## config.mk

```make
export PLATFORM = sky130hd
export DESIGN_NAME = rcr_front
export DESIGN_NICKNAME = d
export VERILOG_FILES = /design/src/design/rcr_pkg.sv /design/src/design/rcr_front.sv
export SDC_FILE = /design/constraint.sdc
export NUM_CORES = 1
export LEC_CHECK = 0
export ABC_AREA = 0
export CAP_MARGIN = 0
export CORE_MARGIN = 3
export CORE_UTILIZATION = 40
export CTS_BUF_LIST = sky130_fd_sc_hd__clkbuf_2
export CTS_CLUSTER_SIZE = 25
export DETAILED_ROUTE_END_ITERATION = 10
export DONT_BUFFER_PORTS = 1
export PLACE_DENSITY = 0.52
export SETUP_SLACK_MARGIN = 0.02
export SLEW_MARGIN = 20
export SYNTH_ARGS = -nofsm -noshare
export SYNTH_HDL_FRONTEND = slang
export SYNTH_SLANG_ARGS = --single-unit
```

## constraint.sdc

```tcl
create_clock -name clk -period 4.9 [get_ports clk]
set_input_delay 0.98 -clock clk [delete_from_list [all_inputs] [get_ports clk]]
set_output_delay 0.98 -clock clk [all_outputs]
set_load 0.01 [all_outputs]
```

## src/design/rcr_pkg.sv

```systemverilog
package rcr_pkg;

  localparam int PRICE_W = 20;
  localparam int REV_W   = 30;
  localparam int LEN_W   = 11;

  localparam int MAX_LEN_DEFAULT = 1024;

  // Depth of the command queue between the front and back parts.
  localparam int CMD_DEPTH = 2;

  localparam logic [PRICE_W-1:0] PRICE_CAP = PRICE_W'(1000000);
  localparam logic [REV_W-1:0]   REV_MAX   = {REV_W{1'b1}};

  typedef struct packed {
    logic [PRICE_W-1:0] price;
    logic               last;
  } in_t;

  typedef struct packed {
    logic [LEN_W-1:0] rod_length;
    logic [REV_W-1:0] revenue;
    logic             final_res;
    logic             overflow;
  } out_t;

  // Classified item as handed from the front part to the back part; the rod
  // length travels beside it because its width follows the capacity.
  typedef struct packed {
    logic [PRICE_W-1:0] price;
    logic               last;
    logic               ovf;
  } cmd_head_t;

  typedef enum logic [1:0] {
    B_IDLE,
    B_RUN,
    B_DRAIN,
    B_DONE
  } back_state_t;

endpackage

```

## src/design/rcr_front.sv

```systemverilog
module rcr_front #(
  parameter int MAX_LEN = rcr_pkg::MAX_LEN_DEFAULT
) (
  input  logic                         clk,
  input  logic                         rst,
  input  logic                         accept,
  input  rcr_pkg::in_t                 entry,
  output rcr_pkg::cmd_head_t           cmd_head,
  output logic [$clog2(MAX_LEN+1)-1:0] cmd_len
);

  localparam int CW = $clog2(MAX_LEN + 1);

  logic [CW-1:0] length_count;
  logic [CW-1:0] length_count_next;
  logic          at_capacity;

  assign at_capacity = (length_count == CW'(MAX_LEN));

  always_comb begin
    cmd_head.price = (entry.price > rcr_pkg::PRICE_CAP) ? rcr_pkg::PRICE_CAP : entry.price;
    cmd_head.last  = entry.last;
    cmd_head.ovf   = at_capacity;
    cmd_len        = at_capacity ? '0 : length_count + CW'(1);
  end

  // A last item closes the rod whether or not it was dropped.
  always_comb begin
    length_count_next = length_count;
    if (accept) begin
      if (entry.last) begin
        length_count_next = '0;
      end else if (!at_capacity) begin
        length_count_next = cmd_len;
      end
    end
  end

  always_ff @(posedge clk) begin
    if (rst) begin
      length_count <= '0;
    end else begin
      length_count <= length_count_next;
    end
  end

endmodule

```

Yosys cells after proc, flatten, opt, wreduce, memory -nomap -nowiden
Cells that the tools add are included.
{"block": "word_totals", "input_bits": 24, "ff_bits": 11, "elab_cells": 10, "output_inout_bits": 33}
{"block": "classes", "n_eq_ne": 2, "reduce_logical": 1, "n_mux": 4, "addsub": 1, "order_cmp": 1}
{"op": "11-bit two-way mux", "count": 3}
{"op": "20-bit > comparator (second input constant)", "count": 1}
{"op": "20-bit two-way mux", "count": 1}
{"op": "11-bit by 1-bit adder with 11-bit output (second input constant)", "count": 1}
{"op": "11-bit == test (second input constant)", "count": 1}
{"op": "2-bit != test (second input constant)", "count": 1}
{"op": "2-bit AND reduction", "count": 1}

Logic depth before layout (Yosys ltp)
{"block": "logic_depth", "word_depth": 4, "mapped_depth": 7, "depth_no_buf": 6}

Worst setup path before layout
OpenSTA, ideal clock, no wires.
{"block": "synth_path", "path_kind": "input -> output", "startpoint": "input entry[1] in the netlist's numbering", "endpoint": "output cmd_head[10] in the netlist's numbering", "n_path_buf": 1, "t_arrival_ns": 1.982, "path_slack_ns": 1.938, "cell_stages": 5, "required_ns": 3.920, "cell_sequence": "nor4b_1 a31oi_1 o221ai_2 clkbuf_1 and2_1"}
{"item": "from (decl)", "line_no": "rcr_front.sv:7", "rtl": "input rcr_pkg::in_t entry,"}
{"item": "to (decl)", "line_no": "rcr_front.sv:8", "rtl": "output rcr_pkg::cmd_head_t cmd_head,"}

==> summary.md <==
| Metric | Value |
|---|---|
| Areal power density over the cells | 176.9 mW/mm^2 |
| Max FFs per register | 11 |
| Top area cells in the synthesized netlist | sky130_fd_sc_hd__dfxtp_1 23%, sky130_fd_sc_hd__and2_1 7.7%, sky130_fd_sc_hd__xnor2_1 5.4% |
| Sum of overflow across all layers after global routing | 0 |
| Half-perimeter wire length after detailed placement | 1784 um |
| Peak Freq | 329.1 MHz |
| Required time at the endpoint of the critical path | 3.92 ns |
| Core Region | 0.002255 mm^2 |
| Startpoint of the most critical register-to-register path | length_count[0] |
| Startpoint type of the worst setup path | input pin |
| Final max-slew violation count | 0 |
| Total count of hold-check failures in the final report | 0 |
| Area growth from synthesis to layout | -0.7722% |
| Critical-path maximum fanout | 14 |
| Unrepaired setup endpoints after global routing | false |
| H-tree levels | 1 |
| Number of nets in the final layout | 147 |
| Worst setup EP type | primary output |
| Share of total power in the clock network | 32.7% |
| Number of placed cells counting well taps | 144 |
| Maximum ir drop on the vdd rail | 0.1271 mV |
| Top cells by instance count after synthesis | 12 x sky130_fd_sc_hd__and2_1, 11 x sky130_fd_sc_hd__dfxtp_1, 11 x sky130_fd_sc_hd__nand2_1 |
| Hold Buf Count CTS | 0 |
| Launch point of the critical path | entry[1] |
| Wirelength, routed | 2286 um |
| Average via count per standard cell | 5.980 |
| Initial core utilization | 43.12% |
| Worst slack at placement | 1.798 ns |
| Pint | 0.1204 mW |
| Post-Syn Nets | 153 |
| GRT Resource Usage Total | 14.44% |
| Critical Path AT | 2.06 ns |
| Global-route wire length before repair | 3553 um |
| Number of sinks driven by the clock tree | 11 |
| Buffer levels on the longest clock path | 2 |
| Count of input and output buffers | 0 |
| Clock-pin slew of the registers on the worst-case setup and hold paths | 0.12 ns |
| Result of the run | finished, final reports clean |
| Final sum of negative setup slack | 0 ns |
| Minimum hold slack | 0.5223 ns |
| Via count | 885 |
| Switching power share of the total | 29.46% |
| Final std cells w/o fill | 148 |
| Ratio of cells with drive above 1 in the final layout | 10.00% |
| Max_cap viols | 0 |
| Portion of total power attributed to combinational logic | 13.8% |
| Final Setup Violations | 0 |
| Final core utilization | 42.79% |
| Share of the synthesized area in the top cell type | 22.65% |
| WP buf/inv | 0 |
| Non-Filler Cell Area, Final | 964.7 um^2 |
| Switching Power | 0.05029 mW |
| CTS tree | yes |
| Number of distinct library cells after synthesis | 39 |
| Worst Setup Path Type | in2out |
| Number of global-route vias before repair | 755 |
| Cell with the largest stage delay on the worst path | sky130_fd_sc_hd__o221ai_2 |
| Synthesized area | 972.2 um^2 |
| Overall power | 0.1707 mW |
| Register name with the most flops | length_count |
| TritonCTS buffer count | 3 |
| Count of flip-flops with a built-in enable after synthesis | 0 |
| Largest clock skew in the final design | 0.001474 ns |
| Clock Latency Late Sink | 0.26 ns |
| Number of iterations in the first detailed-routing pass | 4 |
| Die height | 55.30 um |
| Buffer cell driving the clock tree root | sky130_fd_sc_hd__clkbuf_2 |
| Largest incremental delay on the critical path | 0.37 ns |
| Post-synthesis cell count | 127 |
| Placed cell areas | 944.7 um^2 |
| # resized after CTS | 0 |
| Share of synthesized flip-flops with an asynchronous set or reset | 0% |
| Most frequently used cell type in the post-synthesis netlist | sky130_fd_sc_hd__and2_1 |
| # diodes | 0 |
| Synth Register Bits | 11 |
| Sequential fraction of design power | 53.5% |
| Path type of the worst min-delay path | reg2reg |
| Count of routing violations after the opening detailed-route iteration | 33 |
| Initial antenna violation count | 0 |
| Largest net degree at the start of global routing | 15 |
| Remaining antenna violation count | 0 |
| Share of the clock period used by the worst path | 62.01% |
| Portion of the post-synthesis area used by sequential elements | 22.65% |
| Final weighted congestion in routability-driven placement | 0.7657 |
| Transition at the pin with the smallest max-transition slack | 0.4372 ns |
| Leak Pwr | 0.3587 nW |
| Residual DRC | 0 |
| Cell family with most CP delay | simple AND/OR/NAND/NOR gates |
| Per-cell routed wire length | 15.45 um |
| Number of ports placed on the die boundary | 57 |
| Post-route minimum period | 3.038 ns |
| Core Rows | 17 |
| Worst slew slack as a fraction of its limit | 70.85% |
| List of cells traversed by the critical path | nor4b_1 > a31oi_1 > o221ai_2 > and2_1 |
| Mean cell area of the mapped netlist | 7.655 um^2 |
| Number of warnings issued by yosys | 0 |
| Beginning of the worst hold path | length_count[10] |
| X dimension of the die | 55.30 um |
| Setup fix buffers added after clock tree synthesis | 0 |
| Setup slack after layout | 1.862 ns |
| Area of the die | 0.003058 mm^2 |
| Main flop type after synthesis | sky130_fd_sc_hd__dfxtp_1 |
| Largest registers in the final layout | length_count (11) |
| Library cell with the largest summed area after synthesis | sky130_fd_sc_hd__dfxtp_1 |
==> power by group through the flow <==
| stage | Clock, mW | Sequential (mW) | Combinational [mW] |
|---|---|---|---|
| after floorplan | 0 | 0.0929 | 0.0247 |
| after global placement | 0 | 0.0932 | 0.0242 |
| after detailed placement | 0 | 0.0933 | 0.0238 |
| after CTS | 0.0576 | 0.0913 | 0.0239 |
| after global routing | 0.0617 | 0.0915 | 0.0261 |
| final | 0.0559 | 0.0913 | 0.0235 |
==> routing by layer <==
| metal | global-route usage [%] | part of all wire (%) | vias to the layer above |
|---|---|---|---|
| li1 | - | - | 434 |
| met1 | 17.14 | 41 | 398 |
| met2 | 24.16 | 47 | 49 |
| met3 | 3.972 | 10 | 4 |
| met4 | 6.250 | 1.6 | 0 |
| met5 | 0 | 0 | - |
==> area by class of cell <==
cell class | instances | area, um^2
sequential | 11 | 220.2
inverter | 5 | 18.77
clock buffer | 4 | 20.02
tap | 28 | 35.03
fill | 242 | 1290
multi-input combinational | 100 | 670.6
==> worst min-delay path: stages, from the launching register on <==
cell and delay [ns]:
sky130_fd_sc_hd__dfxtp_1 0.37, sky130_fd_sc_hd__nand2_1 0.07, sky130_fd_sc_hd__a31oi_1 0.06
==> layout by cell type (no fill, tap or decap), types with 2 or more instances in the layout <==
master	synthesis	routed
sky130_fd_sc_hd__a31oi_1	5	5
sky130_fd_sc_hd__o21ai_0	5	5
sky130_fd_sc_hd__clkbuf_2	0	4
sky130_fd_sc_hd__nand2b_1	3	3
sky130_fd_sc_hd__nor3_1	3	3
sky130_fd_sc_hd__xnor2_1	6	6
sky130_fd_sc_hd__inv_1	5	5
sky130_fd_sc_hd__and4_1	2	2
sky130_fd_sc_hd__nand3_1	5	5
sky130_fd_sc_hd__and3_1	2	2
sky130_fd_sc_hd__dfxtp_1	11	11
sky130_fd_sc_hd__and2_1	12	12
sky130_fd_sc_hd__a21oi_1	8	8
sky130_fd_sc_hd__nand2_1	11	11
sky130_fd_sc_hd__ha_1	2	2
sky130_fd_sc_hd__xor2_1	2	2
sky130_fd_sc_hd__or3_1	3	3
sky130_fd_sc_hd__nand3b_1	4	4
sky130_fd_sc_hd__nor2b_1	3	3
sky130_fd_sc_hd__nor2_1	7	7
sky130_fd_sc_hd__nor4b_1	2	2
==> path summary, 6_finish.rpt <==
| kind | to | slack, ns | depth (start not counted) |
|---|---|---|---|
| setup / recovery | cmd_head[14] | 1.86 | 4 |
| hold / removal | length_count[10] | 0.52 | 2 |
| setup reg to reg | length_count[10] | 3.24 | 5 |
| hold reg to reg | length_count[10] | 0.52 | 2 |
==> cells by family after synthesis <==
| family | share of synthesized area (%) |
|---|---|
| flops | 22.65 |
| compound gates | 16.86 |
| fa+ha+maj | 2.574 |
| buf+inv | 8.366 |
| simple gates | 42.34 |
| xor+xnor | 7.207 |
(Power assumes the default switching activity.)
