[config.mk]
export PLATFORM = sky130hd
export DESIGN_NAME = rcr_queue
export DESIGN_NICKNAME = d
export VERILOG_FILES = /design/src/design/rcr_pkg.sv /design/src/design/rcr_queue.sv
export SDC_FILE = /design/constraint.sdc
export NUM_CORES = 1
export LEC_CHECK = 0
export BUFFER_PORTS_ARGS = -buffer_cell sky130_fd_sc_hd__buf_4
export CORE_MARGIN = 2
export CORE_UTILIZATION = 40
export CTS_CLUSTER_SIZE = 10
export DETAILED_ROUTE_END_ITERATION = 10
export PLACE_DENSITY_LB_ADDON = 0.2
export SETUP_SLACK_MARGIN = 0.15
export SLEW_MARGIN = 10
export SYNTH_ARGS = -nofsm -noshare
export SYNTH_HDL_FRONTEND = slang
export SYNTH_SLANG_ARGS = --single-unit
[constraint.sdc]
create_clock -name clk -period 2.38 [get_ports clk]
set_input_delay 0.476 -clock clk [delete_from_list [all_inputs] [get_ports clk]]
set_output_delay 0.476 -clock clk [all_outputs]
set_load 0.02 [all_outputs]
[src/design/rcr_pkg.sv]
package rcr_pkg;

  localparam int PRICE_W = 20;
  localparam int REV_W   = 30;
  localparam int LEN_W   = 11;

  localparam int MAX_LEN_DEFAULT = 1024;

  // Depth of the command queue between the front and back parts.
  localparam int CMD_DEPTH = 2;

  localparam logic [PRICE_W-1:0] PRICE_CAP = PRICE_W'(1000000);
  localparam logic [REV_W-1:0]   REV_MAX   = {REV_W{1'b1}};

  typedef struct packed {
    logic [PRICE_W-1:0] price;
    logic               last;
  } in_t;

  typedef struct packed {
    logic [LEN_W-1:0] rod_length;
    logic [REV_W-1:0] revenue;
    logic             final_res;
    logic             overflow;
  } out_t;

  // Classified item as handed from the front part to the back part; the rod
  // length travels beside it because its width follows the capacity.
  typedef struct packed {
    logic [PRICE_W-1:0] price;
    logic               last;
    logic               ovf;
  } cmd_head_t;

  typedef enum logic [1:0] {
    B_IDLE,
    B_RUN,
    B_DRAIN,
    B_DONE
  } back_state_t;

endpackage

[src/design/rcr_queue.sv]
module rcr_queue #(
  parameter int WIDTH = 8
) (
  input  logic             clk,
  input  logic             rst,
  input  logic             wr,
  input  logic [WIDTH-1:0] wdata,
  output logic             full,
  input  logic             rd,
  output logic [WIDTH-1:0] rdata,
  output logic             empty
);

  localparam int PW = (rcr_pkg::CMD_DEPTH > 1) ? $clog2(rcr_pkg::CMD_DEPTH) : 1;
  localparam int NW = $clog2(rcr_pkg::CMD_DEPTH + 1);

  logic [WIDTH-1:0] mem [rcr_pkg::CMD_DEPTH];
  logic [PW-1:0]    wptr;
  logic [PW-1:0]    rptr;
  logic [NW-1:0]    count;
  logic             do_wr;
  logic             do_rd;

  assign full  = (count == NW'(rcr_pkg::CMD_DEPTH));
  assign empty = (count == '0);
  assign do_wr = wr && !full;
  assign do_rd = rd && !empty;
  assign rdata = mem[rptr];

  always_ff @(posedge clk) begin
    if (rst) begin
      wptr  <= '0;
      rptr  <= '0;
      count <= '0;
    end else begin
      if (do_wr) begin
        wptr <= (wptr == PW'(rcr_pkg::CMD_DEPTH - 1)) ? '0 : wptr + PW'(1);
      end
      if (do_rd) begin
        rptr <= (rptr == PW'(rcr_pkg::CMD_DEPTH - 1)) ? '0 : rptr + PW'(1);
      end
      if (do_wr && !do_rd) begin
        count <= count + NW'(1);
      end else if (do_rd && !do_wr) begin
        count <= count - NW'(1);
      end
    end
  end

  always_ff @(posedge clk) begin
    if (do_wr) begin
      mem[wptr] <= wdata;
    end
  end

endmodule

# --- Word-level counts from Yosys, hierarchy flattened ---
# Memory sizes are Yosys's and may differ from the RTL's. A register that Yosys moved wholly into a read port is not among the register bits.
# Cells that the tools add are included.
word_totals:
  ramBits: 16
  memories: 1
  elab_cells: 27
  ff_bits: 4
  out_inout_bits: 10
classes:
  eq_ne: 1
  n_mux: 8
  addsub: 4
  n_reduce_logical: 10
memory_table:
  columns: ["memory", "depth", "word_bits", "rd", "rd_clocked_by_memory_dff", "write_ports", "line", "rtl"]
  rows:
  - ["mem", 2, 8, 1, 1, 1, "rcr_queue.sv:17", "logic [WIDTH-1:0] mem [rcr_pkg::CMD_DEPTH];"]
ops:
  columns: ["op", "n"]
  rows:
  - ["$mux 1", 6]
  - ["$logic_and 1x1->1", 4]
  - ["$logic_not 1->1", 4]
  - ["$mux 2", 2]
  - ["$add 1x1->1 const B", 2]
  - ["$add 2x1->2 const B", 1]
  - ["$eq 2x2->1 const B", 1]
  - ["$logic_not 2->1", 1]
  - ["$reduce_bool 2->1", 1]
  - ["$sub 2x1->2 const B", 1]

# --- Longest topological paths before layout ---
# Gate-level depths: netlist of the first run.
logic_depth:
  word_depth: 7
  ltp_mapped: 6
  mapped_depth_nobuf: 6

# --- Worst setup path after synthesis of the first run ---
# Ideal clock, no wire load.
synth_timing:
  path_type: "reg2reg"
  start: "register count[1]"
  end: "register count[1]"
  setup_ns: 0.070
  t_arrival_ns: 1.517
  path_slack_ns: 0.793
  path_stages_with_launch: 6
  path_buffers: 0
  cell_sequence: "dfxtp_1 nor2b_2 nor2_1 ha_1 or3_1 a21oi_1"
synth_via:
  elab_chain_len: 6
  word_cells_on_any_way: 15
synth_lines:
  columns: ["item", "line", "rtl"]
  rows:
  - ["start, declared", "rcr_queue.sv:20", "logic [NW-1:0] count;"]
  - ["start signal, assigned", "rcr_queue.sv:43", "count <= count + NW'(1);"]
  - ["start signal, assigned", "rcr_queue.sv:45", "count <= count - NW'(1);"]
  - ["$eq 2x2->1 (*)", "rcr_queue.sv:24", "assign full = (count == NW'(rcr_pkg::CMD_DEPTH));"]
  - ["via full", "rcr_queue.sv:8", "output logic full,"]
  - ["$logic_not 1->1 (*)", "rcr_queue.sv:26", "assign do_wr = wr && !full;"]
  - ["$logic_and 1x1->1 (*)", "rcr_queue.sv:26", null]
  - ["$logic_not 1->1", "rcr_queue.sv:44", "end else if (do_rd && !do_wr) begin"]
  - ["$logic_and 1x1->1", "rcr_queue.sv:44", null]
  - ["$reduce_bool 2->1 (no line)", null, null]
# Mark *: on every way through the listed nets, which the timed path passes. The rest lies on a longest branch. The select of a mux whose other input is x is not followed.
# A chain may end at the register's enable or synchronous reset.

==> summary.md, run 1 <==
| Metric | Value |
|---|---|
| TritonCTS Sinks | `21` |
| Setup TNS | `0 ps` |
| Overall die area | `about 0.0024 mm²` |
| Worst path slowest cell | `dfxtp_1` |
| Unrepaired setup endpoints after global routing | `false` |
| Worst-Skew Late Latency | `290 ps` |
| Slew @ Worst Pin | `384 ps` |
| CTS tree | `yes` |
| First-pass GRT wire length | `2010 µm` |
| Placer congestion estimate | `0.618` |
| Post-synthesis sequential element count | `21` |
| Mapped cell area | `793 µm²` |
| Flop2flop setup slack | `just under 800 ps` |
| VDD IR-drop max | `around 0.55 mV` |
| Post-CTS setup buffer count | `0` |
| Initial Util | `between 40 and 50%` |
| Largest net degree at the start of global routing | `12` |
| Critical Path, Cell by Cell | `mux2_2, buf_4` |
| Top-area cell type share of the netlist area | `between 60 and 70%` |
| Commonest non-fill, non-tap cells in the layout | `21 x buf_4, 16 x edfxtp_1, 8 x mux2_2` |
| Post-Syn Nets | `63` |
| Capturing point of the worst reg2reg path | `count[1]$_SDFFE_PP0P_` |
| Detail Route Antenna Nets | `0` |
| DPL Wire Length | `around 930 µm` |
| Total Power | `0.00105 W` |
| Routed wire length | `1200 µm` |
| Io pins | `22` |
| Iter 0 DRT Violations | `3` |
| Reg clk slew, reported paths | `100 ps` |
| CTS Buffer Depth | `2` |
| Cells after Synth | `50` |
| Layout cell share with drive strength beyond 1 | `44.6%` |
| Register Area | `about 580 µm²` |
| CTS HTree Levels | `1` |
| Die height | `48.5 µm` |
| Hold Buf Count CTS | `0` |
| CP arrival | `1390 ps` |
| Maxcap violations | `0` |
| Pre-Repair DR Iteration Count | `2` |
| Crit end category | `output pin` |
| Diodes inserted | `0` |
| Vias in the first global route | `476` |
| CTS root buffer | `clkbuf_4` |
| Hold Crit Class | `in2reg` |
| Total gr overflow | `0` |
| CORE AREA | `approximately 0.0019 mm²` |
| Initial antenna violation count | `0` |
| Total CTS buffers | `3` |
| Final setup fails | `0` |
| Multi-input logic area | `roughly 200 µm²` |
| Req. time, crit path | `1900 ps` |
| Final hold viol count | `0` |
| Final #Nets | `88` |
| Cell taking the most area after synthesis | `edfxtp_1` |
| Wirelength per Cell | `11.9 µm` |
| Status | `complete, no violations` |
| Worst Hold Path Cells | `1` |
| Routed via count | `469` |
| Synthesis Warnings | `0` |
| Reg2reg path depth | `4` |
| Worst r2r src | `count[0]$_SDFFE_PP0P_` |
| Most common cell after layout, fill and taps aside | `buf_4` |
| Vias per Instance | `approximately 4.6` |
| Overall Global Routing Usage | `between 10 and 15%` |
| Hold path start | `wdata[3]` |
| Syn Area/Cell | `between 15 and 20 µm²` |
| CP Class | `reg2out` |
| Number of I/O port buffers | `21` |
| Worst Setup Start Kind | `flip-flop` |
| Crit-path max FO | `8` |
| CTS resizes | `0` |
| DRC violations left | `0` |
| Synth area leaders | `edfxtp_1 61%, dfxtp_1 13%, mux2_2 11%, xor2_1 3.3%, nor2_1 2.4%` |
| Post-synthesis sequential area ratio | `73.2%` |
| Rows | `16` |
| Fillers | `190` |
| Die W | `48.5 µm` |
| Rel. slew slack | `74.4%` |
| Slew Limit Fails | `0` |
| Area Growth Syn to Fin | `26.8%` |
| Critical Path Max Stage Delay | `550 ps` |
| Fin Clk Skew | `1.51 ps` |
| Synth unique cells | `13` |
| Leak | `0.396 nW` |
| Max Clk Rate | `approximately 0.54 GHz` |
| Period utilization | `78.2%` |
| Hold path endpoint | `mem[0][3]$_DFFE_PP_` |
| Pwr dens | `1040 mW/mm²` |
| Final worst path period need | `1860 ps` |
## synthesized netlist by cell type, drive strengths merged
master and instances:
or3 2, a21oi 2, o21ai 3, dfxtp 5
buf 1, inv 2, mux2 8, and2 1
ha 1, edfxtp 16, nor2 5, nor2b 1
xor2 3
## critical path: cells and delay by family, from the launching register on
family                 cells  cell delay (ps)
DFF                        1              550
muxes                      1              390
buffers and inverters      1              160
## layout make-up
class	instances	area share, %
Timing Repair Buffer	21	15.7
Multi-Input combinational cell	26	19.9
Tap cell	27	3.36
Inverter	2	0.746
Clock buffer	4	2.61
Sequential cell	21	57.7
## flip-flops by register name, indices dropped and copies added, names as in the netlist, named ones only
register,count
count,2
mem,16
rptr,1
wptr,1
## power breakdown
group          internal [W]  total (W)  leakage (nW)  switching (W)
logic              0.000183   0.000374         0.190       0.000191
clock network     0.0000652   0.000159        0.0150      0.0000934
registers          0.000468   0.000517         0.191      0.0000487
## per-stage QoR
| stage | utilization, % | cells | worst slack (ps) | area (µm²) | hold WS (ps) |
|---|---|---|---|---|---|
| 2_1_floorplan | - | 50 | 793 | 793 | 452 |
| 3_3_place_gp | 51.0 | 97 | 775 | 980 | 474 |
| 3_5_place_dp | 51.0 | 97 | 725 | 980 | 491 |
| 4_1_cts | 52.3 | 101 | 487 | 1010 | 352 |
| 5_1_grt | 52.3 | 101 | 415 | 1010 | 346 |
| 6_report | 52.3 | 101 | 518 | 1010 | 361 |
## cell families after synthesis
family	share of synthesized area, %
mux	11.4
flops	73.2
simple gates	5.84
buf+inv	1.58
xor+xnor	3.31
compound gates	3.15
fa+ha+maj	1.58
## how the worst max path moves through the flow
stage,start,slack [ps],end
final,flip-flop,520,rdata[3]
after global routing,flip-flop,410,rdata[3]
after detailed placement,rd,720,count[1]$_SDFFE_PP0P_
after floorplan,count[1]$_SDFFE_PP0P_,790,count[1]$_SDFFE_PP0P_
after CTS,flip-flop,490,rdata[3]
after global placement,rd,770,count[1]$_SDFFE_PP0P_
## routing by layer
metal	vias to the layer above	wire length, µm	GRT usage [%]
li1	229	-	-
met3	2	61	3.40
met2	14	651	21.1
met5	-	0	0
met4	0	19	4.29
met1	224	472	11.9
Power figures use the tool's default switching activity.
==> run 2, diff against run 1 <==
ABC_AREA = 1   (was not set)
clock period = 1.85 ns   (was 2.38 ns; I/O delays follow)
==> run 2 against run 1 <==
Wire length rose by 5.7%. Synthesized area is 4.4% higher. Highest routed layer is now met3. Critical path depth stayed put. Largest power group unchanged. Combinational power is 34% higher. Final area rose by 5.5%.
==> summary.md, run 2 <==
| Metric | Value |
|---|---|
| Post-synthesis sequential area ratio | `70.1% (-3.1 points)` |
| Die W | `49.5 µm (+2.0%)` |
| Register Area | `584 µm² (+0.65%)` |
| Mapped cell area | `828 µm² (+4.4%)` |
| Fin Clk Skew | `2.15 ps (+0.642 ps)` |
| Die height | `49.5 µm (+2.0%)` |
| Crit-path max FO | `8 (unchanged)` |
| Routed via count | `518 (+10%)` |
| Initial Util | `42.2% (+0.94 points)` |
| Final core utilization | `54.1% (+1.7 points)` |
| CP Class | `reg2out` |
| Vias in the first global route | `485 (+1.9%)` |
| Hold path start | `wdata[2]` |
| Top-area cell type share of the netlist area | `58.0% (-2.6 points)` |
| Setup TNS | `0 ps (unchanged)` |
| Met2 usage | `20.5% (-0.57 points)` |
| Reg2reg path depth | `9 (+5)` |
| Syn Area/Cell | `13.4 µm² (-16%)` |
| M3 GR Usage | `3.33% (-0.062 points)` |
| Status | `complete, no violations` |
| Iter 0 DRT Violations | `7 (+4)` |
| Synth Flop Type | `edfxtp_1` |
| Worst-Skew Late Latency | `290 ps (about the same)` |
| Flop2flop setup slack | `400 ps (-370 ps)` |
| Worst Hold Path Cells | `1 (unchanged)` |
| DRC violations left | `0 (unchanged)` |
| Worst path slowest cell | `dfxtp_4` |
| Regs by FF count | `mem x16, count x2` |
| Top-count cell post-synth | `edfxtp_1` |
| Cell taking the most area after synthesis | `edfxtp_1` |
| Total gr overflow | `0 (unchanged)` |
| Capturing point of the worst reg2reg path | `count[1]$_SDFFE_PP0P_` |
| Critical path buffer and inverter count | `1 (unchanged)` |
| Initial antenna violation count | `0 (unchanged)` |
| Largest Register | `mem` |
| Crit end category | `output pin` |
| CTS HTree Levels | `1 (unchanged)` |
| Largest register FFs | `16 (unchanged)` |
| Final worst path period need | `about 1600 ps` |
| Reg clk slew, reported paths | `110 ps (about the same)` |
| CP arrival | `1230 ps (-160 ps)` |
| TritonCTS Sinks | `21 (unchanged)` |
| Layout cell share with drive strength beyond 1 | `46.6% (+2.0 points)` |
| Hold path endpoint | `mem[1][2]$_DFFE_PP_` |
| Wirelength per Cell | `11.1 µm (-7.1%)` |
| CTS root buffer | `clkbuf_4` |
| Post-synth EDFFs | `16 (unchanged)` |
| Period utilization | `86.5%` |
| Final hold viol count | `0 (unchanged)` |
| Multi-input logic area | `209 µm² (+4.4%)` |
| Hold Crit Class | `in2reg` |
| Critical Path Max Stage Delay | `430 ps (-120 ps)` |
| Detail Route Antenna Nets | `0 (unchanged)` |
| Rows | `16 (unchanged)` |
| Final setup fails | `0 (unchanged)` |
| Routed wire length | `1270 µm (+5.7%)` |
| Routing usage on met1 | `13.6% (+1.7 points)` |
| Area Growth Syn to Fin | `28.1%` |
| Max Clk Rate | `0.625 GHz` |
| Largest net degree at the start of global routing | `13 (+1)` |
| Cells after Synth | `62 (+24%)` |
| Req. time, crit path | `1480 ps (-420 ps)` |
| Number of cells on the critical path | `2 (unchanged)` |
| Maxcap violations | `0 (unchanged)` |
| GRT Max-Usage Layer | `met2` |
| Synth top cells by count | `16 x edfxtp_1, 9 x nor2_1, 8 x mux2_2` |
| Synth area leaders | `edfxtp_1 58%, dfxtp_1 12%, mux2_2 11%, nor2_1 4.1%, inv_1 3.2%` |
| DPL Wire Length | `944 µm (+1.6%)` |
| Total CTS buffers | `3 (unchanged)` |
| Vias per Instance | `4.50 (-3.0%)` |
| Most common cell after layout, fill and taps aside | `buf_4` |
| Commonest non-fill, non-tap cells in the layout | `23 x buf_4, 16 x edfxtp_1, 9 x nor2_1` |
| Critical Path, Cell by Cell | `mux2_2, buf_4` |
| Post-Syn Nets | `75 (+19%)` |
| Worst r2r src | `count[1]$_SDFFE_PP0P_` |
| Top delay family on crit path | `flip-flops` |
| Overall die area | `0.00245 mm² (+4.1%)` |
| VDD IR-drop max | `0.743 mV (+36%)` |
| Io pins | `22 (unchanged)` |
| Rel. slew slack | `79.1% (+4.7 points)` |
| DP Area | `0.00103 mm² (+5.1%)` |
| Hold Buf Count CTS | `0 (unchanged)` |
| Number of I/O port buffers | `21 (unchanged)` |
| Placer congestion estimate | `0.618 (about the same)` |
| Async set-or-reset flop fraction in the synthesized netlist | `0% (unchanged)` |
| Leak | `0.437 nW (+10%)` |
| Slew @ Worst Pin | `314 ps (-70.4 ps)` |
| Final #Nets | `102 (+16%)` |
| Worst Setup Start Kind | `flip-flop` |
| CTS Buffer Depth | `2 (unchanged)` |
| Overall Global Routing Usage | `11.7% (+0.39 points)` |
| Synthesis Warnings | `0 (unchanged)` |
| First-pass GRT wire length | `2130 µm (+5.9%)` |
| Total Power | `0.00139 W (+32%)` |
| Post-route design area | `0.00106 mm² (+5.5%)` |
| Pre-Repair DR Iteration Count | `4 (+2)` |
| CTS tree | `yes` |
| Pwr dens | `1310 mW/mm² (+25%)` |
| CORE AREA | `0.00196 mm² (+2.1%)` |
| Unrepaired setup endpoints after global routing | `false` |
| Fillers | `199 (+4.7%)` |
| Post-synthesis sequential element count | `21 (unchanged)` |
| Diodes inserted | `0 (unchanged)` |
| Synth unique cells | `16 (+3)` |
| Slew Limit Fails | `0 (unchanged)` |
-- run 2: report_power, final --
group          switching, W  internal [W]  total [W]
combinational      0.000266      0.000236   0.000502
clock              0.000131     0.0000804   0.000212
sequential        0.0000675      0.000605   0.000672
total              0.000465      0.000922    0.00139
-- run 2: layout make-up --
cell class,instances,area share (%)
Clock buffer,3,2.12
Clock inverter,1,0.472
Inverter,9,3.18
Multi-Input combinational cell,31,19.7
Sequential cell,21,55.1
Tap cell,27,3.18
Timing Repair Buffer,23,16.3
-- run 2: metrics by stage --
stage,std cells,hold WS [ps],worst slack [ps]
4_1_cts,115,246,181
3_3_place_gp,111,497,410
5_1_grt,115,224,187
2_1_floorplan,62,469,529
3_5_place_dp,111,514,400
6_report,115,253,249
-- run 2: routing by layer --
metal  vias up  part of all wire, %
met5         -                    0
met4         0                    0
met3         0                  5.7
met2        13                   49
met1       240                   45
li1        265                    -
-- run 2: timing repair --
action,in CTS,in global routing
endpoints found under the hold margin,0,0
gates resized for setup,1,1
setup endpoints to repair,8,7
setup buffers,0,0
pin swaps,0,0
-- run 2: cells by family after synthesis --
logic type,share of synthesized area [%]
and+or+nand+nor,8.31
AOI/OAI and AO/OA,4.53
adders and majority gates,1.51
muxes,10.9
buffers and inverters,4.68
DFF,70.1
-- run 2: worst max-delay path by stage --
stage               slack, ps             startpoint                  end
finish                    250              flip-flop             rdata[4]
global route              190              flip-flop             rdata[4]
CTS                       180              flip-flop             rdata[4]
detailed placement        400              flip-flop             rdata[4]
global placement          410              flip-flop             rdata[0]
floorplan                 530  count[0]$_SDFFE_PP0P_  mem[1][0]$_DFFE_PP_
